$ cat src/hdl/fdes_pkg.sv
package fdes_pkg;

    localparam int unsigned NameLen   = 11;
    localparam int unsigned EntryLen  = 32;
    localparam int unsigned PosW      = $clog2(EntryLen);
    localparam int unsigned CfgIdxW   = 8;
    localparam int unsigned CfgDataW  = 64;

    localparam logic [7:0] MarkEnd     = 8'h00;
    localparam logic [7:0] MarkDeleted = 8'hE5;
    localparam logic [7:0] AttrLfn     = 8'h0F;
    localparam logic [7:0] AttrVolume  = 8'h08;

    localparam logic [CfgIdxW-1:0] RegNameLow  = CfgIdxW'(0);
    localparam logic [CfgIdxW-1:0] RegNameHigh = CfgIdxW'(1);

    localparam logic [PosW-1:0] PosFirst    = PosW'(0);
    localparam logic [PosW-1:0] PosAttr     = PosW'(NameLen);
    localparam logic [PosW-1:0] PosClus2    = PosW'(20);
    localparam logic [PosW-1:0] PosClus3    = PosW'(21);
    localparam logic [PosW-1:0] PosClus0    = PosW'(26);
    localparam logic [PosW-1:0] PosClus1    = PosW'(27);
    localparam logic [PosW-1:0] PosSize0    = PosW'(28);
    localparam logic [PosW-1:0] PosSize1    = PosW'(29);
    localparam logic [PosW-1:0] PosSize2    = PosW'(30);
    localparam logic [PosW-1:0] PosLast     = PosW'(EntryLen - 1);

    localparam logic STATUS_FOUND = 1'b0;
    localparam logic STATUS_END   = 1'b1;

    // One classified directory byte, front to back.
    typedef struct packed {
        logic [PosW-1:0] pos;
        logic [7:0]      data;
        logic            restart;
        logic            is_end;     // byte 0 of entry is the end marker
        logic            deleted;    // byte 0 of entry is the deleted marker
        logic            attr_skip;  // attribute byte marks LFN or volume label
        logic            mismatch;   // name byte differs from target
    } fdes_item_t;

    function automatic logic [7:0] target_char(input logic [63:0] low,
                                               input logic [23:0] high,
                                               input logic [3:0]  idx);
        logic [7:0] c;
        c = 8'h00;
        case (idx)
            4'd0:    c = low[7:0];
            4'd1:    c = low[15:8];
            4'd2:    c = low[23:16];
            4'd3:    c = low[31:24];
            4'd4:    c = low[39:32];
            4'd5:    c = low[47:40];
            4'd6:    c = low[55:48];
            4'd7:    c = low[63:56];
            4'd8:    c = high[7:0];
            4'd9:    c = high[15:8];
            4'd10:   c = high[23:16];
            default: c = 8'h00;
        endcase
        return c;
    endfunction

endpackage

$ cat src/hdl/fdes_front.sv
module fdes_front (
    input  logic                          aclk,
    input  logic                          aresetn,
    input  logic                          cfg_valid,
    input  logic [fdes_pkg::CfgIdxW-1:0]  cfg_index,
    input  logic [fdes_pkg::CfgDataW-1:0] cfg_data,
    input  logic                          in_fire,
    input  logic [7:0]                    in_byte,
    input  logic                          in_restart,
    output fdes_pkg::fdes_item_t          item
);

    logic [63:0]                 name_low_reg;
    logic [23:0]                 name_high_reg;
    logic [fdes_pkg::PosW-1:0]   pos_reg;
    logic [fdes_pkg::PosW-1:0]   pos_cur;
    logic [7:0]                  tgt;

    always_ff @(posedge aclk) begin
        if (!aresetn) begin
            name_low_reg  <= '0;
            name_high_reg <= '0;
            pos_reg       <= '0;
        end else begin
            if (cfg_valid && cfg_index == fdes_pkg::RegNameLow) begin
                name_low_reg <= cfg_data;
            end
            if (cfg_valid && cfg_index == fdes_pkg::RegNameHigh) begin
                name_high_reg <= cfg_data[23:0];
            end
            if (in_fire) begin
                pos_reg <= pos_cur + fdes_pkg::PosW'(1);
            end
        end
    end

    // restart forces this byte to be byte 0 of an entry
    assign pos_cur = in_restart ? fdes_pkg::PosFirst : pos_reg;
    assign tgt     = fdes_pkg::target_char(name_low_reg, name_high_reg, pos_cur[3:0]);

    always_comb begin
        item           = '0;
        item.pos       = pos_cur;
        item.data      = in_byte;
        item.restart   = in_restart;
        item.is_end    = (pos_cur == fdes_pkg::PosFirst) && (in_byte == fdes_pkg::MarkEnd);
        item.deleted   = (pos_cur == fdes_pkg::PosFirst) && (in_byte == fdes_pkg::MarkDeleted);
        item.attr_skip = (pos_cur == fdes_pkg::PosAttr)
                         && ((in_byte == fdes_pkg::AttrLfn)
                             || ((in_byte & fdes_pkg::AttrVolume) != 8'h00));
        item.mismatch  = (pos_cur < fdes_pkg::PosAttr) && (in_byte != tgt);
    end

endmodule

$ cat src/hdl/fdes_queue.sv
module fdes_queue (
    input  logic                 aclk,
    input  logic                 aresetn,
    input  logic                 push,
    input  fdes_pkg::fdes_item_t push_item,
    output logic                 full,
    input  logic                 pop,
    output logic                 not_empty,
    output fdes_pkg::fdes_item_t pop_item
);

    fdes_pkg::fdes_item_t slot_reg [2];
    logic                 wr_ptr_reg;
    logic                 rd_ptr_reg;
    logic [1:0]           count_reg;

    always_ff @(posedge aclk) begin
        if (push) begin
            slot_reg[wr_ptr_reg] <= push_item;
        end
    end

    always_ff @(posedge aclk) begin
        if (!aresetn) begin
            wr_ptr_reg <= 1'b0;
            rd_ptr_reg <= 1'b0;
            count_reg  <= 2'd0;
        end else begin
            if (push) begin
                wr_ptr_reg <= ~wr_ptr_reg;
            end
            if (pop) begin
                rd_ptr_reg <= ~rd_ptr_reg;
            end
            case ({push, pop})
                2'b10:   count_reg <= count_reg + 2'd1;
                2'b01:   count_reg <= count_reg - 2'd1;
                default: count_reg <= count_reg;
            endcase
        end
    end

    assign full      = (count_reg == 2'd2);
    assign not_empty = (count_reg != 2'd0);
    assign pop_item  = slot_reg[rd_ptr_reg];

endmodule

$ cat src/hdl/fdes_back.sv
module fdes_back (
    input  logic                 aclk,
    input  logic                 aresetn,
    input  logic                 q_not_empty,
    input  fdes_pkg::fdes_item_t q_item,
    output logic                 q_pop,
    output logic                 m_tvalid,
    input  logic                 m_tready,
    output logic [63:0]          m_tdata,
    output logic                 m_tuser
);

    logic        match_reg, match_next;
    logic        skip_reg, skip_next;
    logic [31:0] clus_reg, clus_next;
    logic [31:0] size_reg, size_next;
    logic        done_reg, done_next;
    logic        res_valid_reg;
    logic        res_status_reg;
    logic [31:0] res_clus_reg;
    logic [31:0] res_size_reg;

    logic        fire_res;
    logic        res_status;
    logic        done_eff;

    // pop whenever the result register can take a word this cycle
    assign q_pop = q_not_empty && (!res_valid_reg || m_tready);

    always_comb begin
        match_next = match_reg;
        skip_next  = skip_reg;
        clus_next  = clus_reg;
        size_next  = size_reg;
        fire_res   = 1'b0;
        res_status = fdes_pkg::STATUS_FOUND;
        done_eff   = q_item.restart ? 1'b0 : done_reg;
        done_next  = done_eff;
        if (!done_eff) begin
            if (q_item.pos == fdes_pkg::PosFirst) begin
                match_next = 1'b1;
                skip_next  = 1'b0;
                clus_next  = '0;
                size_next  = '0;
            end
            match_next = match_next & ~q_item.mismatch;
            skip_next  = skip_next | q_item.deleted | q_item.attr_skip;
            case (q_item.pos)
                fdes_pkg::PosClus2: clus_next[23:16] = q_item.data;
                fdes_pkg::PosClus3: clus_next[31:24] = q_item.data;
                fdes_pkg::PosClus0: clus_next[7:0]   = q_item.data;
                fdes_pkg::PosClus1: clus_next[15:8]  = q_item.data;
                fdes_pkg::PosSize0: size_next[7:0]   = q_item.data;
                fdes_pkg::PosSize1: size_next[15:8]  = q_item.data;
                fdes_pkg::PosSize2: size_next[23:16] = q_item.data;
                fdes_pkg::PosLast:  size_next[31:24] = q_item.data;
                default: ;
            endcase
            if (q_item.is_end) begin
                fire_res   = 1'b1;
                res_status = fdes_pkg::STATUS_END;
                clus_next  = '0;
                size_next  = '0;
                done_next  = 1'b1;
            end else if (q_item.pos == fdes_pkg::PosLast && !skip_next && match_next) begin
                fire_res   = 1'b1;
                res_status = fdes_pkg::STATUS_FOUND;
                done_next  = 1'b1;
            end
        end
    end

    always_ff @(posedge aclk) begin
        if (!aresetn) begin
            match_reg      <= 1'b1;
            skip_reg       <= 1'b0;
            clus_reg       <= '0;
            size_reg       <= '0;
            done_reg       <= 1'b0;
            res_valid_reg  <= 1'b0;
            res_status_reg <= fdes_pkg::STATUS_FOUND;
        end else begin
            if (q_pop && fire_res) begin
                res_valid_reg <= 1'b1;
            end else if (m_tready) begin
                res_valid_reg <= 1'b0;
            end
            if (q_pop) begin
                match_reg <= match_next;
                skip_reg  <= skip_next;
                clus_reg  <= clus_next;
                size_reg  <= size_next;
                done_reg  <= done_next;
                if (fire_res) begin
                    res_status_reg <= res_status;
                end
            end
        end
    end

    always_ff @(posedge aclk) begin
        if (q_pop && fire_res) begin
            res_clus_reg <= clus_next;
            res_size_reg <= size_next;
        end
    end

    assign m_tvalid = res_valid_reg;
    assign m_tuser  = res_status_reg;
    assign m_tdata  = {res_size_reg, res_clus_reg};

endmodule

$ cat src/hdl/fat32_directory_entry_search_unit.sv
// FAT32 short-name directory search.
// Input stream (s_*): one directory byte per word; s_tuser set marks a restart,
// which clears the search and makes that byte byte 0 of the first entry.
// Config channel (cfg_*): index 0 writes target name bytes 0..7, index 1 bytes
// 8..10 (low 24 bits); other indexes are dropped. cfg_ready is always high;
// write only while the search is idle.
// Output stream (m_*): at most one word per search. m_tuser is the status
// (0 found, 1 end of directory), m_tdata holds start cluster and file size,
// both zero on end of directory. After a result, bytes are dropped until a
// restart.
// Throughput: one byte per cycle while the queue is not full. A result is registered
// after the byte that ends the entry (front classify -> queue -> back -> out reg).
// Reset clears the search state, the queue, the name registers and m_tvalid.
// When m_tready is low a pending result holds; the back end stops draining the
// two-entry queue while it holds, and s_tready drops once the queue is full, so no byte is lost.
module fat32_directory_entry_search_unit (
    input  logic                          aclk,
    input  logic                          aresetn,
    // config write channel
    input  logic                          cfg_valid,
    output logic                          cfg_ready,
    input  logic [fdes_pkg::CfgIdxW-1:0]  cfg_index,
    input  logic [fdes_pkg::CfgDataW-1:0] cfg_data,
    // directory byte stream
    input  logic                          s_tvalid,
    output logic                          s_tready,
    input  logic [7:0]                    s_tdata,   // [7:0] entry_byte
    input  logic                          s_tuser,   // [0] restart
    // result stream
    output logic                          m_tvalid,
    input  logic                          m_tready,
    output logic [63:0]                   m_tdata,   // [31:0] first_cluster, [63:32] file_size
    output logic                          m_tuser    // [0] status
);

    fdes_pkg::fdes_item_t front_item;
    fdes_pkg::fdes_item_t back_item;
    logic                 q_full;
    logic                 q_not_empty;
    logic                 q_pop;
    logic                 in_fire;

    assign cfg_ready = 1'b1;
    assign s_tready  = !q_full;
    assign in_fire   = s_tvalid && !q_full;

    // front: position tracking and per-byte classification
    fdes_front u_front (
        .aclk       (aclk),
        .aresetn    (aresetn),
        .cfg_valid  (cfg_valid),
        .cfg_index  (cfg_index),
        .cfg_data   (cfg_data),
        .in_fire    (in_fire),
        .in_byte    (s_tdata),
        .in_restart (s_tuser),
        .item       (front_item)
    );

    // decoupling queue between classify and match/collect
    fdes_queue u_queue (
        .aclk      (aclk),
        .aresetn   (aresetn),
        .push      (in_fire),
        .push_item (front_item),
        .full      (q_full),
        .pop       (q_pop),
        .not_empty (q_not_empty),
        .pop_item  (back_item)
    );

    // back: match state, field collection, result register
    fdes_back u_back (
        .aclk        (aclk),
        .aresetn     (aresetn),
        .q_not_empty (q_not_empty),
        .q_item      (back_item),
        .q_pop       (q_pop),
        .m_tvalid    (m_tvalid),
        .m_tready    (m_tready),
        .m_tdata     (m_tdata),
        .m_tuser     (m_tuser)
    );

endmodule

$ cat config.mk
export PLATFORM = sky130hd
export DESIGN_NAME = fat32_directory_entry_search_unit
export DESIGN_NICKNAME = d
export VERILOG_FILES = /design/src/hdl/fdes_pkg.sv /design/src/hdl/fdes_front.sv /design/src/hdl/fdes_queue.sv /design/src/hdl/fdes_back.sv /design/src/hdl/fat32_directory_entry_search_unit.sv
export SDC_FILE = /design/constraint.sdc
export NUM_CORES = 1
export LEC_CHECK = 0
export BUFFER_PORTS_ARGS = -buffer_cell sky130_fd_sc_hd__buf_2
export CORE_ASPECT_RATIO = 0.5
export CORE_MARGIN = 2
export CORE_UTILIZATION = 62
export CTS_CLUSTER_DIAMETER = 80
export DETAILED_ROUTE_END_ITERATION = 6
export GPL_ROUTABILITY_DRIVEN = 0
export GPL_TIMING_DRIVEN = 0
export PLACE_DENSITY = 0.85
export SYNTH_ARGS = -nofsm -noshare
export SYNTH_HDL_FRONTEND = slang
export SYNTH_SLANG_ARGS = --single-unit
$ cat constraint.sdc
create_clock -name aclk -period 8.14 [get_ports aclk]
set_input_delay 2.442 -clock aclk [delete_from_list [all_inputs] [get_ports aclk]]
set_output_delay 2.442 -clock aclk [all_outputs]
set_load 0.02 [all_outputs]
# ---- Word level (Yosys, flattened, before mapping)
# Memories as Yosys holds them, arrays and structs flattened. A register that Yosys moved wholly into a read port is not among the register bits.
# Cells that the tools add are included.
dict set report word_totals {
  ff_bits 230
  ram_bits 36
  out_inout_bits 68
  word_cells 113
  n_memories 1
}
dict set report classes {
  add_sub_neg 3
  magnitude_cmp 1
  n_eq_ne 26
  n_mux 34
  bitwise 7
  reduce_logical 26
}
# name words width rd rd_clocked_by_memory_dff write_ports line
set mem_list {}
lappend mem_list {u_queue.slot_reg 2 18 1 1 1 fdes_queue.sv:12} ;# fdes_pkg::fdes_item_t slot_reg [2];
# operator n
set op_table {}
lappend op_table {{$mux 32} 6}
lappend op_table {{$pmux 8 s11} 1}
lappend op_table {{$mux 8} 8}
lappend op_table {{$eq 5x5->1 const B} 8}
lappend op_table {{$mux 1} 17}
lappend op_table {{$eq 4x3->1 const B} 4}
lappend op_table {{$logic_not 8->1} 2}
lappend op_table {{$eq 4x4->1 const B} 3}
lappend op_table {{$logic_and 1x1->1} 11}
lappend op_table {{$logic_not 5->1} 2}
lappend op_table {{$eq 4x2->1 const B} 2}
lappend op_table {{$eq 8x1->1 const B} 1}
lappend op_table {{$eq 8x4->1 const B} 1}
lappend op_table {{$eq 8x8->1 const B} 1}
lappend op_table {{$ne 8x8->1} 1}
lappend op_table {{$reduce_bool 2->1} 3}
lappend op_table {{$add 5x1->5 const B} 1}
lappend op_table {{$eq 5x4->1 const B} 1}
lappend op_table {{$lt 5x4->1 const B} 1}
lappend op_table {{$mux 5} 1}
lappend op_table {{$eq 2x2->1 const B} 2}
lappend op_table {{$eq 4x1->1 const B} 1}
lappend op_table {{$logic_not 4->1} 1}
lappend op_table {{$not 1->1} 4}
lappend op_table {{other kinds (9)} 14}

# ---- Longest topological paths before layout
# Gate-level depths: netlist of run 1.
dict set report logic_depth {
  depth_word 13
  depth_mapped 13
  ltp_nobuf 10
}

# ---- By module
# From an unflattened synthesis of run 1, not the netlist that was laid out.
dict set report hier_totals {
  hier_cells 1030
  area_unflattened_um2 11421.0
}
# module instances cells_each area_each_um2
set by_module_without_submodules {}
lappend by_module_without_submodules {fdes_back 1 417 5388.9}
lappend by_module_without_submodules {fdes_front 1 531 4495.6}
lappend by_module_without_submodules {fdes_queue 1 78 1515.2}
lappend by_module_without_submodules {fat32_directory_entry_search_unit 1 4 21.3}

# ---- Least setup slack after synthesis of run 1
# OpenSTA, ideal clock, no wires.
dict set report synth_timing {
  path_kind {input-to-reg}
  start {input m_tready}
  end {register u_back.res_status_reg, in the netlist u_back.m_tuser}
  setup_ns 0.115
  t_arrival_ns 4.889
  setup_slack_ns 3.136
  path_stages 7
  path_cell_list {nor2b_1 nor2_1 nand2b_1 clkbuf_1 and2b_1 o22ai_1 and2_1}
}
dict set report synth_between {
  elab_chain_cells 3
}
# item line
set synth_lines {}
lappend synth_lines {{start: declaration} fat32_directory_entry_search_unit.sv:31} ;# input logic m_tready,
lappend synth_lines {{$logic_or 1x1->1} fdes_back.sv:28} ;# assign q_pop = q_not_empty && (!res_valid_reg || m_tready);
lappend synth_lines {{$logic_and 1x1->1} fdes_back.sv:28}
lappend synth_lines {{$reduce_and 2->1 (no source line)} --}
lappend synth_lines {{end signal: assignment} fdes_back.sv:81} ;# res_status_reg <= fdes_pkg::STATUS_FOUND;
lappend synth_lines {{end signal: assignment} fdes_back.sv:95} ;# res_status_reg <= res_status;
lappend synth_lines {{end: declaration} fdes_back.sv:19} ;# logic res_status_reg;
# Every way passes these cells.
# A chain may end at the register's enable or synchronous reset.

==> results of run 1 <==
==> how the worst max path moves through the flow <==
| stage | slack, ns | depth (start not counted) | end | from |
|---|---|---|---|---|
| floorplan | 3.14 | 7 | u_back.m_tuser | m_tready |
| global placement | 2.11 | 8 | u_back.m_tuser | m_tready |
| detailed placement | 2.25 | 14 | u_queue.slot_reg[0][0] | s_tuser |
| CTS | 2.79 | 14 | u_queue.slot_reg[1][0] | s_tuser |
| global route | 2.49 | 14 | u_queue.slot_reg[1][0] | s_tuser |
| finish | 2.56 | 12 | u_queue.slot_reg[0][0] | s_tuser |
==> through the flow <==
step,cells,total power [uW]
after floorplan,1149,2130
final,1605,3630
after detailed placement,1560,2430
after global placement,1559,2400
after global routing,1604,3740
after CTS,1604,3610
==> worst min-delay path, cell delays in order (launching register included) <==
cell,delay [ns]
dfxtp_1,0.31
nand2_1,0.05
a21boi_0,0.06
==> per-layer routing <==
layer / share of wire, % / GRT usage, %
met5: 0 / 0
met4: 3.7 / 12.5
met3: 8.6 / 5.25
met2: 46 / 50.7
met1: 42 / 42.0
==> area by class of cell <==
| type | instances | area (sq um) |
|---|---|---|
| Antenna cell | 1 | 2.50 |
| Inverter | 7 | 26.3 |
| Multi-Input combinational cell | 795 | 5190 |
| Timing Repair Buffer | 152 | 776 |
| Clock inverter | 10 | 125 |
| Clock buffer | 34 | 701 |
| Sequential cell | 267 | 6350 |
| Tap cell | 259 | 324 |
| Buffer | 80 | 322 |
| Fill cell | 1351 | 4760 |
==> cells in the final DEF (no fill, tap or decap), types with 6 or more instances in the layout <==
cell type / synthesis / layout
a221oi_2: 8 / 8
o22ai_1: 6 / 6
o21ai_0: 13 / 13
dfxtp_1: 167 / 167
clkbuf_16: 0 / 26
edfxtp_1: 100 / 100
mux2i_1: 28 / 28
a21boi_0: 69 / 69
nor3_1: 9 / 9
nand2b_1: 8 / 8
clkbuf_1: 71 / 77
mux2_2: 14 / 14
buf_2: 2 / 153
a32o_1: 6 / 6
a22oi_1: 149 / 149
nand2_1: 138 / 138
nand3_1: 9 / 9
xnor2_1: 6 / 6
nor2_1: 85 / 84
a21o_1: 64 / 64
nor2b_1: 97 / 97
and2_1: 7 / 7
==> report_power, final <==
part           internal (uW)  leakage [uW]  switching (uW)
sequential              1510       0.00229            40.2
combinational            223       0.00270             645
clock                    697      0.000410             509
total                   2430       0.00540            1190
==> logic make-up after synthesis <==
family | after synthesis | share of synthesized area [%]
compound gates | 350 | 22.8
xor+xnor | 9 | 0.664
fa+ha+maj | 3 | 0.316
buf+inv | 87 | 2.93
flops | 267 | 53.4
mux | 42 | 3.69
other cells | 1 | 0.0316
simple gates | 390 | 16.2
==> impl_metrics.yaml, run 1 <==
outcome:
  status: "finished clean"
layout:
  layout-drive-gt1-share_pct: 17.3
  syn_to_final_growth_pct: 16.3
  post-route-util_pct: 74.4
  nNetsFinal: 1416
  largest_register_ffs: 64
  design_area_sq_mm: 0.0138
sta:
  fmax_mhz: 179
  tns_ns: 0
  finalSetupViolations: 0
  max_slew_margin_pct: 25.8
  tightest_slew_ns: 1.11
  skew_ns: 0.0142
  slew_viol_final: 0
  fin_crit_sh_pct: 68.6
  min_period_ns: 5.58
  rsz0062_at_grt: "false"
  holdWs_ns: 0.469
  hold_viol_final: 0
  fin_ws_ns: 2.56
min_path:
  whs_endpoint: "u_front.name_low_reg[62]"
  whs_path_depth: 2
  hp-start: "u_front.name_low_reg[62]"
  hold_path_class: "flop to flop"
critical_path:
  cp_num_buf_inv: 4
  worstSetupStartpointType: "input pin"
  path_cells: "buf_2, clkbuf_1, buf_1, nor2b_1, ha_1, clkbuf_1, a32oi_1, nand3_1, nor3_1, xnor2_1, nor4_1, a41oi_1"
  regToRegSetupSlack_ns: 4.62
  crit_slowest_cell: "nor3_1"
  cp_common_cell: "clkbuf_1"
  r2r_cells: 10
  end_kind: "flop"
  path_class: "input pin to flop"
  cp_slowest_stage_delay_ns: 0.51
  required_ns: 8.37
  reg2reg_to: "u_queue.slot_reg[0][0]"
  cp.arrival_ns: 5.81
  cp_max_fo: 12
  r2r_start: "u_front.pos_reg[0]"
  crit_family: "buffers and inverters"
global_routing:
  grt_pass1_wl_mm: 48.9
  grt_usage_pct: 31.1
  grt_start_max_net_pins: 46
  antenna_found_initial: 0
  overflow: 0
  grt_pass1_vias: 9386
cts:
  clockBufferDepth: 3
  tritoncts: "done"
  cts.repair.resized: 0
  htreeDepth: 1
  cts_hold_buf: 0
  cts_buffers: 24
  cts_sinks: 267
  cts_root_buffer: "clkbuf_16"
  cts_setup_buffers: 0
  worstSkewPairLatency_ns: 0.53
  clkTransAtPathRegs_ns: 0.07
synth:
  yosys_most_used_dff: "dfxtp_1"
  synth.distinct_cells: 70
  syn_area_sq_mm: 0.0119
  synth-seq-area-share_pct: 53.4
  synthTopCellsByCount: "dfxtp_1, a22oi_1, nand2_1, edfxtp_1, nor2b_1"
  synth_async_sr_flop_share_pct: 0
  yosysMostFrequentCell: "dfxtp_1"
  yosys.area.top_type_share_pct: 28.1
  yosys.area.top_type: "dfxtp_1"
  synth-edff-count: 100
  syn_nets: 1238
  ys_top_cells_by_area: "dfxtp_1, edfxtp_1, a22oi_1, nor2b_1, a21boi_0"
  yosys_warnings: 0
  synthCells: 1149
  avgSynthCellArea_sq_um: 10.3
  synth_seq_cells: 267
route:
  vias: 9857
  antenna_left: 0
  wl_mm: 31.7
  drtIter0Drc: 1174
  dr.pass1.iters: 5
  drc_errors: 0
  viasPerCell: 6.14
  avgRoutedWirePerCell_um: 19.7
floorplanning:
  core_area_sq_mm: 0.0186
  ios: 154
  dieArea_sq_mm: 0.0204
  start_util_pct: 64.0
  fp.dieW_um: 200
  rows: 35
  die_h_um: 102
pwr:
  leakage_uw: 0.00540
  p_per_area_mw_per_mm2: 263
  ir_drop_mv: 0.147
place:
  dpl.hpwl_mm: 22.0
  pre_cts_slack_ns: 2.25
  numPortBuffers: 151
  placed_area_sq_mm: 0.0130
job:
  maxCapViolations: 0
Power figures use the tool's default switching activity.
==> run 2: changes to the inputs <==
--- a/config.mk
+++ b/config.mk
@@ -8,12 +8,12 @@
 export BUFFER_PORTS_ARGS = -buffer_cell sky130_fd_sc_hd__buf_2
 export CORE_ASPECT_RATIO = 0.5
 export CORE_MARGIN = 2
-export CORE_UTILIZATION = 62
+export CORE_UTILIZATION = 52
 export CTS_CLUSTER_DIAMETER = 80
 export DETAILED_ROUTE_END_ITERATION = 6
 export GPL_ROUTABILITY_DRIVEN = 0
 export GPL_TIMING_DRIVEN = 0
-export PLACE_DENSITY = 0.85
+export PLACE_DENSITY = 0.76
 export SYNTH_ARGS = -nofsm -noshare
 export SYNTH_HDL_FRONTEND = slang
 export SYNTH_SLANG_ARGS = --single-unit
==> constraint.sdc (replaced) <==
create_clock -name aclk -period 4.8 [get_ports aclk]
set_input_delay 1.44 -clock aclk [delete_from_list [all_inputs] [get_ports aclk]]
set_output_delay 1.44 -clock aclk [all_outputs]
set_load 0.02 [all_outputs]
==> run 2 against run 1 <==
Effect of this change: clock power up 75%; sequential power is 70% higher; register-to-register slack got worse by 3.4 ns; power grew 72%; die area is 19% higher; largest cell class unchanged.
==> impl_metrics.yaml, run 2 (same netlist as run 1, synthesis figures left out) <==
pwr:
  p_comb_share_pct: 23.7
  switching_power_uw: 2030
  ir_drop_mv: 0.203
  leakage_uw: 0.00543
  switching_share_pct: 32.6
  p_int_uw: 4210
  p_clk_share_pct: 34.0
  power_uw: 6240
  p_per_area_mw_per_mm2: 448
  seqPwrFrac_pct: 42.2
cts:
  cts_setup_buffers: 0
  htreeDepth: 1
  clockBufferDepth: 3
  worstSkewPairLatency_ns: 0.54
  cts_hold_buf: 0
  cts.repair.resized: 0
  tritoncts: "done"
  cts_sinks: 267
  cts_root_buffer: "clkbuf_16"
  cts_buffers: 25
  clkTransAtPathRegs_ns: 0.07
global_routing:
  grt_pass1_wl_mm: 50.0
  overflow: 0
  grt_pass1_vias: 9424
  grt_start_max_net_pins: 39
  grt_usage_pct: 26.2
  antenna_found_initial: 0
sta:
  fmax_mhz: 217
  slew_viol_final: 0
  fin_crit_sh_pct: 95.9
  rsz0062_at_grt: "false"
  min_period_ns: 4.60
  hold_viol_final: 0
  finalSetupViolations: 0
  skew_ns: 0.0159
  max_slew_margin_pct: 25.0
  holdWs_ns: 0.469
  tightest_slew_ns: 1.11
min_path:
  hp-start: "u_front.name_low_reg[17]"
  hold_path_class: "flop to flop"
  whs_path_depth: 2
  whs_endpoint: "u_front.name_low_reg[17]"
route:
  vias: 9875
  drc_errors: 0
  viasPerCell: 5.98
  wl_mm: 32.3
  antenna_left: 0
  avgRoutedWirePerCell_um: 19.5
  drtIter0Drc: 978
  dr.pass1.iters: 6
floorplanning:
  dieArea_sq_mm: 0.0241
  rows: 39
  die_h_um: 111
  fp.dieW_um: 218
  core_area_sq_mm: 0.0226
  start_util_pct: 52.5
  ios: 154
place:
  placed_cells: 1608
  placed_area_sq_mm: 0.0130
  numPortBuffers: 151
  dpl.hpwl_mm: 22.7
layout:
  nNetsFinal: 1417
  layout_common_cells: "dfxtp_1, buf_2, a22oi_1, nand2_1, edfxtp_1"
  seq_area_sq_mm: 0.00635
  layout-drive-gt1-share_pct: 17.7
  final_common_cell: "dfxtp_1"
  largest_register_ffs: 64
  syn_to_final_growth_pct: 17.2
  multi_input_area_sq_mm: 0.00519
  diodes: 0
  layout.cells.non_filler: 1652
  design_area_sq_mm: 0.0139
  post-route-util_pct: 61.5
  nFillCells: 1861
critical_path:
  end_kind: "flop"
  worstSetupStartpointType: "input pin"
  regToRegSetupSlack_ns: 1.26
  reg2reg_to: "u_queue.slot_reg[1][0]"
  path_class: "input pin to flop"
  r2r_cells: 10
  r2r_start: "u_front.pos_reg[0]"
  required_ns: 5.03
  cp.arrival_ns: 4.83
  cp_max_fo: 12
outcome:
  status: "finished clean"
job:
  maxCapViolations: 0
-- run 2: cell types whose count changed in the layout (fill, tap and decap cells not counted) --
| cell | change |
|---|---|
| clkbuf_8 | +5 |
| diode_2 | -1 |
| clkinv_2 | -2 |
| clkbuf_2 | +2 |
| inv_6 | +1 |
| clkbuf_1 | -5 |
| inv_4 | -1 |
-- run 2: power by group through the flow --
stage	Combinational (uW)	Sequential, uW	Clock, uW
after global placement	1390	2690	0
final	1480	2640	2120
after global routing	1570	2650	2230
after floorplan	794	2820	0
after detailed placement	1450	2690	0
after CTS	1460	2640	2140
-- run 2: worst max-delay path by stage --
stage                             end  startpoint  cells after the start
6_report       u_queue.slot_reg[1][0]     s_tuser                     14
5_1_grt        u_queue.slot_reg[1][0]     s_tuser                     14
4_1_cts        u_queue.slot_reg[1][0]     s_tuser                     14
3_5_place_dp   u_queue.slot_reg[0][0]     s_tuser                     14
3_3_place_gp           u_back.m_tuser    m_tready                      8
2_1_floorplan          u_back.m_tuser    m_tready                      7
-- run 2: layout make-up --
cell class | count | area share, %
Timing Repair Buffer | 152 | 5.57
Clock inverter | 8 | 0.845
Buffer | 80 | 2.31
Multi-Input combinational cell | 795 | 37.3
Inverter | 7 | 0.189
Clock buffer | 36 | 5.46
Sequential cell | 267 | 45.6
Tap cell | 307 | 2.76
-- run 2: stage by stage --
step / setup WS, ns / TNS (ns)
after floorplan: 0.798 / 0
after global placement: -0.179 / -2.44
after detailed placement: -0.150 / -0.300
after CTS: 0.385 / 0
after global routing: 0.0859 / 0
final: 0.196 / 0
-- run 2: per-layer routing --
metal	global-route usage, %	share of wire, %	up-vias
met5	0	0	-
met4	9.48	3.5	0
met3	4.75	8.3	88
met2	41.6	45	470
met1	36.0	43	4760
li1	-	-	4557
-- run 2: worst max-delay path, cell delays in order --
cell and delay, ns:
buf_2 0.21, clkbuf_1 0.42, buf_1 0.36, nor2b_1 0.12
inv_1 0.07, ha_1 0.38, clkbuf_1 0.44, a22oi_1 0.15
o22a_1 0.22, o21ai_0 0.18, a211oi_1 0.12, xnor2_1 0.16
nor4_1 0.32, a41oi_1 0.23
